[src/rampm_pkg.sv]
package rampm_pkg;

  // Largest brush size that a register write may set.
  localparam int unsigned MAX_NIB_SIZE = 255;

  localparam logic [7:0]  NIB_RESET   = 8'd16;
  localparam logic [7:0]  FULL_ALPHA  = 8'd150;
  localparam logic [14:0] SCALE_SQ    = 15'd22500;

  // Register index, taken from the word address of the configuration port.
  localparam logic CFG_NIB_SIZE = 1'b0;

  // Sixteen square root iterations, two per stage.
  localparam int unsigned SQ_STAGES  = 8;
  // Eight quotient bits, two per stage.
  localparam int unsigned DIV_STAGES = 4;
  localparam int unsigned DIV_BITS   = 8;

  // Values that ride along with a pixel while its distance is worked out.
  typedef struct packed {
    logic [6:0]  half;
    logic [14:0] lim;
    logic [7:0]  blue;
    logic [7:0]  green;
    logic [7:0]  red;
  } rampm_side_t;

  typedef struct packed {
    logic [31:0] rem;
    logic [31:0] root;
  } sq_t;

  typedef struct packed {
    logic [15:0] rem;
    logic [7:0]  quo;
    logic        sat;
    logic        hz;
  } dv_t;

  // Test bit of square root iteration it, counting from the top.
  function automatic logic [31:0] sq_bit(input int unsigned it);
    return 32'h4000_0000 >> (2 * it);
  endfunction

  function automatic sq_t sqrt_step(input sq_t s, input logic [31:0] bit_v);
    sq_t         r;
    logic [32:0] trial;
    trial = {1'b0, s.root} + {1'b0, bit_v};
    r     = s;
    if ({1'b0, s.rem} >= trial) begin
      r.rem  = 32'({1'b0, s.rem} - trial);
      r.root = (s.root >> 1) + bit_v;
    end else begin
      r.root = s.root >> 1;
    end
    return r;
  endfunction

  function automatic dv_t div_step(input dv_t d, input logic [6:0] half, input logic [2:0] j);
    dv_t         r;
    logic [15:0] dvs;
    dvs = 16'(half) << j;
    r   = d;
    if (d.rem >= dvs) begin
      r.rem    = d.rem - dvs;
      r.quo[j] = 1'b1;
    end
    return r;
  endfunction

endpackage

[src/rampm_sqrt.sv]
module rampm_sqrt (
  input  logic                  clk,
  input  logic                  rst_n,
  input  logic                  en,
  input  logic                  in_valid,
  input  logic [31:0]           in_x,
  input  rampm_pkg::rampm_side_t in_side,
  output logic                  out_valid,
  output logic [15:0]           out_root,
  output rampm_pkg::rampm_side_t out_side
);
  import rampm_pkg::*;

  sq_t                   st_r [SQ_STAGES];
  rampm_side_t           sd_r [SQ_STAGES];
  logic [SQ_STAGES-1:0]  vld_r;

  sq_t                   st_in [SQ_STAGES];
  rampm_side_t           sd_in [SQ_STAGES];
  logic [SQ_STAGES-1:0]  vld_nxt;

  always_comb begin
    st_in[0] = '{rem: in_x, root: 32'd0};
    sd_in[0] = in_side;
    for (int k = 1; k < SQ_STAGES; k++) begin
      st_in[k] = st_r[k-1];
      sd_in[k] = sd_r[k-1];
    end
    vld_nxt = {vld_r[SQ_STAGES-2:0], in_valid};
  end

  always_ff @(posedge clk) begin
    if (!rst_n) begin
      vld_r <= '0;
    end else if (en) begin
      vld_r <= vld_nxt;
    end
  end

  // Each stage runs two iterations of the digit-by-digit root.
  always_ff @(posedge clk) begin
    if (en) begin
      for (int k = 0; k < SQ_STAGES; k++) begin
        st_r[k] <= sqrt_step(sqrt_step(st_in[k], sq_bit(2 * k)), sq_bit(2 * k + 1));
        sd_r[k] <= sd_in[k];
      end
    end
  end

  assign out_valid = vld_r[SQ_STAGES-1];
  assign out_root  = st_r[SQ_STAGES-1].root[15:0];
  assign out_side  = sd_r[SQ_STAGES-1];

endmodule

[src/rampm_div.sv]
module rampm_div (
  input  logic                  clk,
  input  logic                  rst_n,
  input  logic                  en,
  input  logic                  in_valid,
  input  logic [15:0]           in_root,
  input  rampm_pkg::rampm_side_t in_side,
  output logic                  out_valid,
  output rampm_pkg::dv_t        out_dv,
  output rampm_pkg::rampm_side_t out_side
);
  import rampm_pkg::*;

  dv_t                   dv_r [DIV_STAGES];
  rampm_side_t           sd_r [DIV_STAGES];
  logic [DIV_STAGES-1:0] vld_r;

  dv_t                   dv_in [DIV_STAGES];
  rampm_side_t           sd_in [DIV_STAGES];
  logic [DIV_STAGES-1:0] vld_nxt;

  // A root at or beyond 150 half-steps saturates the distance, so the
  // quotient that remains always fits in eight bits.
  always_comb begin
    dv_in[0].rem = in_root;
    dv_in[0].quo = '0;
    dv_in[0].sat = (in_root >= {1'b0, in_side.lim});
    dv_in[0].hz  = (in_side.half == '0);
    sd_in[0]     = in_side;
    for (int k = 1; k < DIV_STAGES; k++) begin
      dv_in[k] = dv_r[k-1];
      sd_in[k] = sd_r[k-1];
    end
    vld_nxt = {vld_r[DIV_STAGES-2:0], in_valid};
  end

  always_ff @(posedge clk) begin
    if (!rst_n) begin
      vld_r <= '0;
    end else if (en) begin
      vld_r <= vld_nxt;
    end
  end

  always_ff @(posedge clk) begin
    if (en) begin
      for (int k = 0; k < DIV_STAGES; k++) begin
        dv_r[k] <= div_step(div_step(dv_in[k], sd_in[k].half, 3'(DIV_BITS - 1 - 2 * k)),
                            sd_in[k].half, 3'(DIV_BITS - 2 - 2 * k));
        sd_r[k] <= sd_in[k];
      end
    end
  end

  assign out_valid = vld_r[DIV_STAGES-1];
  assign out_dv    = dv_r[DIV_STAGES-1];
  assign out_side  = sd_r[DIV_STAGES-1];

endmodule

[src/radial_alpha_mask_premultiply.sv]
// Throughput: one word per clock cycle; the 18 stages all advance together and
// hold while a finished word waits on the output.
// Reset (rst_n low at a clock edge) empties the pipeline and sets nib_size to 16.
module radial_alpha_mask_premultiply (
  input  logic        clk,
  input  logic        rst_n,
  // Pixel input.
  input  logic        in_valid,
  output logic        in_ready,
  input  logic [7:0]  in_col,
  input  logic [7:0]  in_row,
  input  logic [7:0]  in_blue,
  input  logic [7:0]  in_green,
  input  logic [7:0]  in_red,
  // Premultiplied pixel output.
  output logic        out_valid,
  input  logic        out_ready,
  output logic [7:0]  out_blue,
  output logic [7:0]  out_green,
  output logic [7:0]  out_red,
  output logic [7:0]  out_coverage,
  // Configuration port.
  input  logic        cfg_psel,
  input  logic        cfg_penable,
  input  logic        cfg_pwrite,
  input  logic [2:0]  cfg_paddr,
  input  logic [31:0] cfg_pwdata,
  output logic [31:0] cfg_prdata,
  output logic        cfg_pready
);
  import rampm_pkg::*;

  // The pipeline moves as one piece whenever the output register is free
  // or is being emptied in this cycle. Bubbles travel like any other word,
  // guarded by their valid bits.
  logic en;
  logic out_valid_r;
  assign en       = !out_valid_r || out_ready;
  assign in_ready = en;

  // ---------------------------------------------------------------------
  // Configuration register. Only one register exists, at word address 0;
  // writes to any other word are dropped.
  // ---------------------------------------------------------------------
  logic [7:0] nib_r;
  logic [7:0] nib_nxt;
  logic       cfg_wr;

  assign cfg_pready = 1'b1;
  assign cfg_wr     = cfg_psel && cfg_penable && cfg_pwrite && cfg_pready
                      && (cfg_paddr[2] == CFG_NIB_SIZE);
  assign nib_nxt    = (32'(cfg_pwdata[7:0]) > MAX_NIB_SIZE) ? 8'(MAX_NIB_SIZE)
                                                             : cfg_pwdata[7:0];
  assign cfg_prdata = (cfg_paddr[2] == CFG_NIB_SIZE) ? {24'd0, nib_r} : 32'd0;

  always_ff @(posedge clk) begin
    if (!rst_n) begin
      nib_r <= NIB_RESET;
    end else if (cfg_wr) begin
      nib_r <= nib_nxt;
    end
  end

  // ---------------------------------------------------------------------
  // Stage 0: offsets from the center and the saturation limit 150 * half.
  // Configuration must change only while the block is idle; the block does
  // not enforce this. The register is sampled here once per word.
  // ---------------------------------------------------------------------
  logic [6:0]  half;
  logic [7:0]  dx_nxt, dy_nxt;
  rampm_side_t sd0_nxt;
  logic        v0_r;
  logic [7:0]  dx_r, dy_r;
  rampm_side_t sd0_r;

  assign half   = nib_r[7:1];
  assign dx_nxt = (in_col >= {1'b0, half}) ? (in_col - {1'b0, half}) : ({1'b0, half} - in_col);
  assign dy_nxt = (in_row >= {1'b0, half}) ? (in_row - {1'b0, half}) : ({1'b0, half} - in_row);

  always_comb begin
    sd0_nxt.half  = half;
    sd0_nxt.lim   = 15'(half) * 15'(FULL_ALPHA);
    sd0_nxt.blue  = in_blue;
    sd0_nxt.green = in_green;
    sd0_nxt.red   = in_red;
  end

  // Stage 1: squared distance. Stage 2: scaled by 150 squared so that the
  // root comes out in units of 1/150 of a pixel.
  logic [15:0] dx_sq, dy_sq;
  logic        v1_r, v2_r;
  logic [16:0] d2_r;
  logic [31:0] x_r;
  rampm_side_t sd1_r, sd2_r;

  assign dx_sq = dx_r * dx_r;
  assign dy_sq = dy_r * dy_r;

  always_ff @(posedge clk) begin
    if (!rst_n) begin
      v0_r <= 1'b0;
      v1_r <= 1'b0;
      v2_r <= 1'b0;
    end else if (en) begin
      v0_r <= in_valid;
      v1_r <= v0_r;
      v2_r <= v1_r;
    end
  end

  always_ff @(posedge clk) begin
    if (en) begin
      dx_r  <= dx_nxt;
      dy_r  <= dy_nxt;
      sd0_r <= sd0_nxt;
      d2_r  <= 17'(dx_sq) + 17'(dy_sq);
      sd1_r <= sd0_r;
      x_r   <= 32'(d2_r) * 32'(SCALE_SQ);
      sd2_r <= sd1_r;
    end
  end

  // ---------------------------------------------------------------------
  // Square root over eight stages, then the division by half over four.
  // ---------------------------------------------------------------------
  logic        vs;
  logic [15:0] root;
  rampm_side_t sds;

  rampm_sqrt u_sqrt (
    .clk       (clk),
    .rst_n     (rst_n),
    .en        (en),
    .in_valid  (v2_r),
    .in_x      (x_r),
    .in_side   (sd2_r),
    .out_valid (vs),
    .out_root  (root),
    .out_side  (sds)
  );

  logic        vd;
  dv_t         dv;
  rampm_side_t sdd;

  rampm_div u_div (
    .clk       (clk),
    .rst_n     (rst_n),
    .en        (en),
    .in_valid  (vs),
    .in_root   (root),
    .in_side   (sds),
    .out_valid (vd),
    .out_dv    (dv),
    .out_side  (sdd)
  );

  // ---------------------------------------------------------------------
  // Alpha, the three color products, and the truncating divide by 255.
  // A zero half (a brush size of zero or one) is fully covered everywhere.
  // ---------------------------------------------------------------------
  logic [7:0]  alpha_nxt;
  logic        va_r, vm_r;
  logic [7:0]  alpha_r, cov_m_r;
  rampm_side_t sda_r;
  logic [15:0] pb_r, pg_r, pr_r;
  logic [16:0] qb, qg, qr;

  always_comb begin
    priority if (dv.hz) begin
      alpha_nxt = FULL_ALPHA;
    end else if (dv.sat) begin
      alpha_nxt = 8'd0;
    end else begin
      alpha_nxt = FULL_ALPHA - dv.quo;
    end
  end

  // floor(p / 255) equals (p + (p >> 8) + 1) >> 8 for every product in range.
  assign qb = 17'(pb_r) + 17'(pb_r[15:8]) + 17'd1;
  assign qg = 17'(pg_r) + 17'(pg_r[15:8]) + 17'd1;
  assign qr = 17'(pr_r) + 17'(pr_r[15:8]) + 17'd1;

  always_ff @(posedge clk) begin
    if (!rst_n) begin
      va_r        <= 1'b0;
      vm_r        <= 1'b0;
      out_valid_r <= 1'b0;
    end else if (en) begin
      va_r        <= vd;
      vm_r        <= va_r;
      out_valid_r <= vm_r;
    end
  end

  always_ff @(posedge clk) begin
    if (en) begin
      alpha_r      <= alpha_nxt;
      sda_r        <= sdd;
      pb_r         <= sda_r.blue * alpha_r;
      pg_r         <= sda_r.green * alpha_r;
      pr_r         <= sda_r.red * alpha_r;
      cov_m_r      <= alpha_r;
      out_blue     <= qb[15:8];
      out_green    <= qg[15:8];
      out_red      <= qr[15:8];
      out_coverage <= cov_m_r;
    end
  end

  assign out_valid = out_valid_r;

  // ---------------------------------------------------------------------
  // Checks.
  // ---------------------------------------------------------------------
  a_cov_range: assert property (@(posedge clk) disable iff (!rst_n)
    out_valid |-> out_coverage <= FULL_ALPHA)
    else $error("coverage above full alpha");

  a_color_bound: assert property (@(posedge clk) disable iff (!rst_n)
    out_valid |-> (out_blue <= out_coverage) && (out_green <= out_coverage)
                  && (out_red <= out_coverage))
    else $error("premultiplied color exceeds coverage");

  a_stall_hold: assert property (@(posedge clk) disable iff (!rst_n)
    (vd && !en) |=> vd && $stable(dv))
    else $error("division result moved during a stall");

  a_alpha_range: assert property (@(posedge clk) disable iff (!rst_n)
    (vd && !dv.hz && !dv.sat) |-> dv.quo < FULL_ALPHA)
    else $error("unsaturated distance out of range");

endmodule

[config.mk]
export PLATFORM = sky130hd
export DESIGN_NAME = radial_alpha_mask_premultiply
export DESIGN_NICKNAME = d
export VERILOG_FILES = /design/src/rampm_pkg.sv /design/src/rampm_sqrt.sv /design/src/rampm_div.sv /design/src/radial_alpha_mask_premultiply.sv
export SDC_FILE = /design/constraint.sdc
export NUM_CORES = 2
export LEC_CHECK = 0
export BUFFER_PORTS_ARGS = -buffer_cell sky130_fd_sc_hd__buf_4
export CAP_MARGIN = 5
export CORE_MARGIN = 5
export CORE_UTILIZATION = 60
export CTS_BUF_LIST = sky130_fd_sc_hd__clkbuf_16
export DETAILED_ROUTE_END_ITERATION = 8
export PLACE_DENSITY_LB_ADDON = 0.1
export SLEW_MARGIN = 20
export SYNTH_ARGS = -nofsm -noshare
export SYNTH_HDL_FRONTEND = slang
export SYNTH_HIERARCHICAL = 1
export SYNTH_SLANG_ARGS = --single-unit
[constraint.sdc]
create_clock -name clk -period 130.3 [get_ports clk]
set_input_delay 19.545 -clock clk [delete_from_list [all_inputs] [get_ports clk]]
set_output_delay 19.545 -clock clk [all_outputs]
set_load 0.02 [all_outputs]
==> flow_summary.json <==
{
  "outcome": "finished, final reports clean",
  "portBuffers": 97,
  "hold_depth": 0,
  "drive_gt1_frac": 0.06982,
  "drtAntennaViolNets": 0,
  "fmax_ghz": 0.02511,
  "drt_first_pass_iters": 8,
  "drc": 0,
  "cts_buffers": 116,
  "grt_max_degree": 200,
  "grt_use_total": 0.2065,
  "grt_remaining_overflow": 0,
  "worst-slew-pin-transition_ns": 1.081,
  "holdPathEnd": "u_div/dv_r[3][8]",
  "die_w_um": 350.0,
  "worstHoldPathType": "reg -> reg",
  "ioPinCount": 149,
  "core_area_mm2": 0.1147,
  "worst_r2r_path_depth": 22,
  "cap_violations": 0,
  "routedWlPerCell_um": 16.85,
  "fillers": 8513,
  "diodes": 0,
  "dieArea_mm2": 0.1225,
  "startpoint_type": "primary input",
  "routabilityCongestion": 0.9018,
  "finalSetupTns_ns": 0,
  "hold_viol": 0,
  "grt_pass1_vias": 40620,
  "post_cts_buffers": 0,
  "cts-root-buf": "clkbuf_16",
  "endpoint_kind": "output port",
  "yosysWarnings": 6,
  "first_iter_violations": 2580,
  "r2r-end": "u_sqrt/st_r[1][192]",
  "cts.sinks": 1198,
  "cp_max_fo": 19,
  "ctsLongestPathBuffers": 3,
  "clk_pin_slew_ns": 0.06,
  "wirelength_um": 124400,
  "worst_hold_startpoint": "u_div/dv_r[2][8]",
  "setup_viol": 0,
  "placed_area_mm2": 0.07168,
  "post_cts_resized": 0,
  "nets": 6736,
  "final_common_cell": "edfxtp_1",
  "worstSkewPairLatency_ns": 0.75,
  "stdcell_area_mm2": 0.07554,
  "synth_cells": 5623,
  "via_count": 40660,
  "crit_required_ns": 110.75,
  "antenna_found_initial": 0,
  "ff2ff_setup_slack_ns": 123.73,
  "avgSynthCellArea_um2": 12.34,
  "syn_to_final_growth_pct": 8.902,
  "cts_tree": "built",
  "start_util": 0.6050,
  "fin_worst_skew_ns": 0.06856,
  "grt_pass1_wl_um": 206100,
  "fin_crit_ns": 39.82,
  "layout_common_cells": "edfxtp_1, inv_1, ha_1, nand2_1, fa_1",
  "drv_slew": 0,
  "critPathKind": "in -> out",
  "r2r-start": "u_sqrt/st_r[1][132]",
  "arrival_ns": 20.27,
  "cts_hold_buffers": 0,
  "rsz0062_at_grt": "false",
  "vias_per_cell": 5.507,
  "synth.cell_area_mm2": 0.06936,
  "dpl.hpwl_um": 91580,
  "final.period_utilization": 0.3056,
  "relSlewSlack": 0.2793,
  "die_h_um": 350.0,
  "rows": 124,
  "cts_max_level": 3
}
-- per-stage QoR --
| step | hold slack (ns) | setup slack, ns | instances | utilization |
|---|---|---|---|---|
| 3_3_place_gp | 0.4002 | 90.45 | 7166 | 0.6251 |
| 4_1_cts | 0.3923 | 90.44 | 7383 | 0.6587 |
| 5_1_grt | 0.4019 | 90.44 | 7384 | 0.6588 |
| 6_report | 0.3942 | 90.48 | 7384 | 0.6588 |
| 2_1_floorplan | 0.4003 | 59.10 | 5651 | - |
| 3_5_place_dp | 0.4045 | 90.45 | 7166 | 0.6252 |
-- registers in the layout (all words and copies together) (netlist names), 4 cells and up --
name	flops
u_sqrt/sd_r	368
u_sqrt/st_r	296
u_div/sd_r	117
u_div/dv_r	76
sd0_r	44
sd1_r	44
sd2_r	44
x_r	30
sda_r	24
d2_r	17
pb_r	16
pg_r	16
pr_r	16
alpha_r	8
cov_m_r	8
dx_r	8
dy_r	8
nib_r	8
out_blue	8
out_coverage	8
out_green	8
out_red	8
u_sqrt/vld_r	8
u_div/vld_r	4
-- how the worst max path moves through the flow --
| stage | from | to | slack (ns) |
|---|---|---|---|
| 6_report | out_ready | in_ready | 90.48 |
| 4_1_cts | out_ready | in_ready | 90.44 |
| 3_3_place_gp | out_ready | in_ready | 90.45 |
| 5_1_grt | out_ready | in_ready | 90.44 |
| 2_1_floorplan | out_ready | in_ready | 59.10 |
| 3_5_place_dp | out_ready | in_ready | 90.45 |
-- worst max-delay path, cell delays in order --
cell,delay [ns]
buf_4,0.11
nand2b_4,0.32
buf_4,0.27
-- area by class of cell --
cell class,instances,area [um2],share of cell area
Clock buffer,116,2903,0.03843
Tap cell,1512,1892,0.02504
Timing Repair Buffer,122,960.9,0.01272
Inverter,732,2750,0.03641
Clock inverter,101,940.9,0.01246
Sequential cell,1198,35710,0.4728
Multi-Input combinational cell,3603,30380,0.4021
-- metal layers --
metal | vias up | global-route usage | share of wire
met2 | 664 | 0.3435 | 0.48
met5 | - | 0 | 0
met1 | 19520 | 0.2849 | 0.45
met4 | 0 | 0.06572 | 0.033
li1 | 20280 | - | -
met3 | 205 | 0.02938 | 0.038
Power is not shown: default switching activity piles up to over one toggle a cycle in this logic, so the estimate is an artifact.
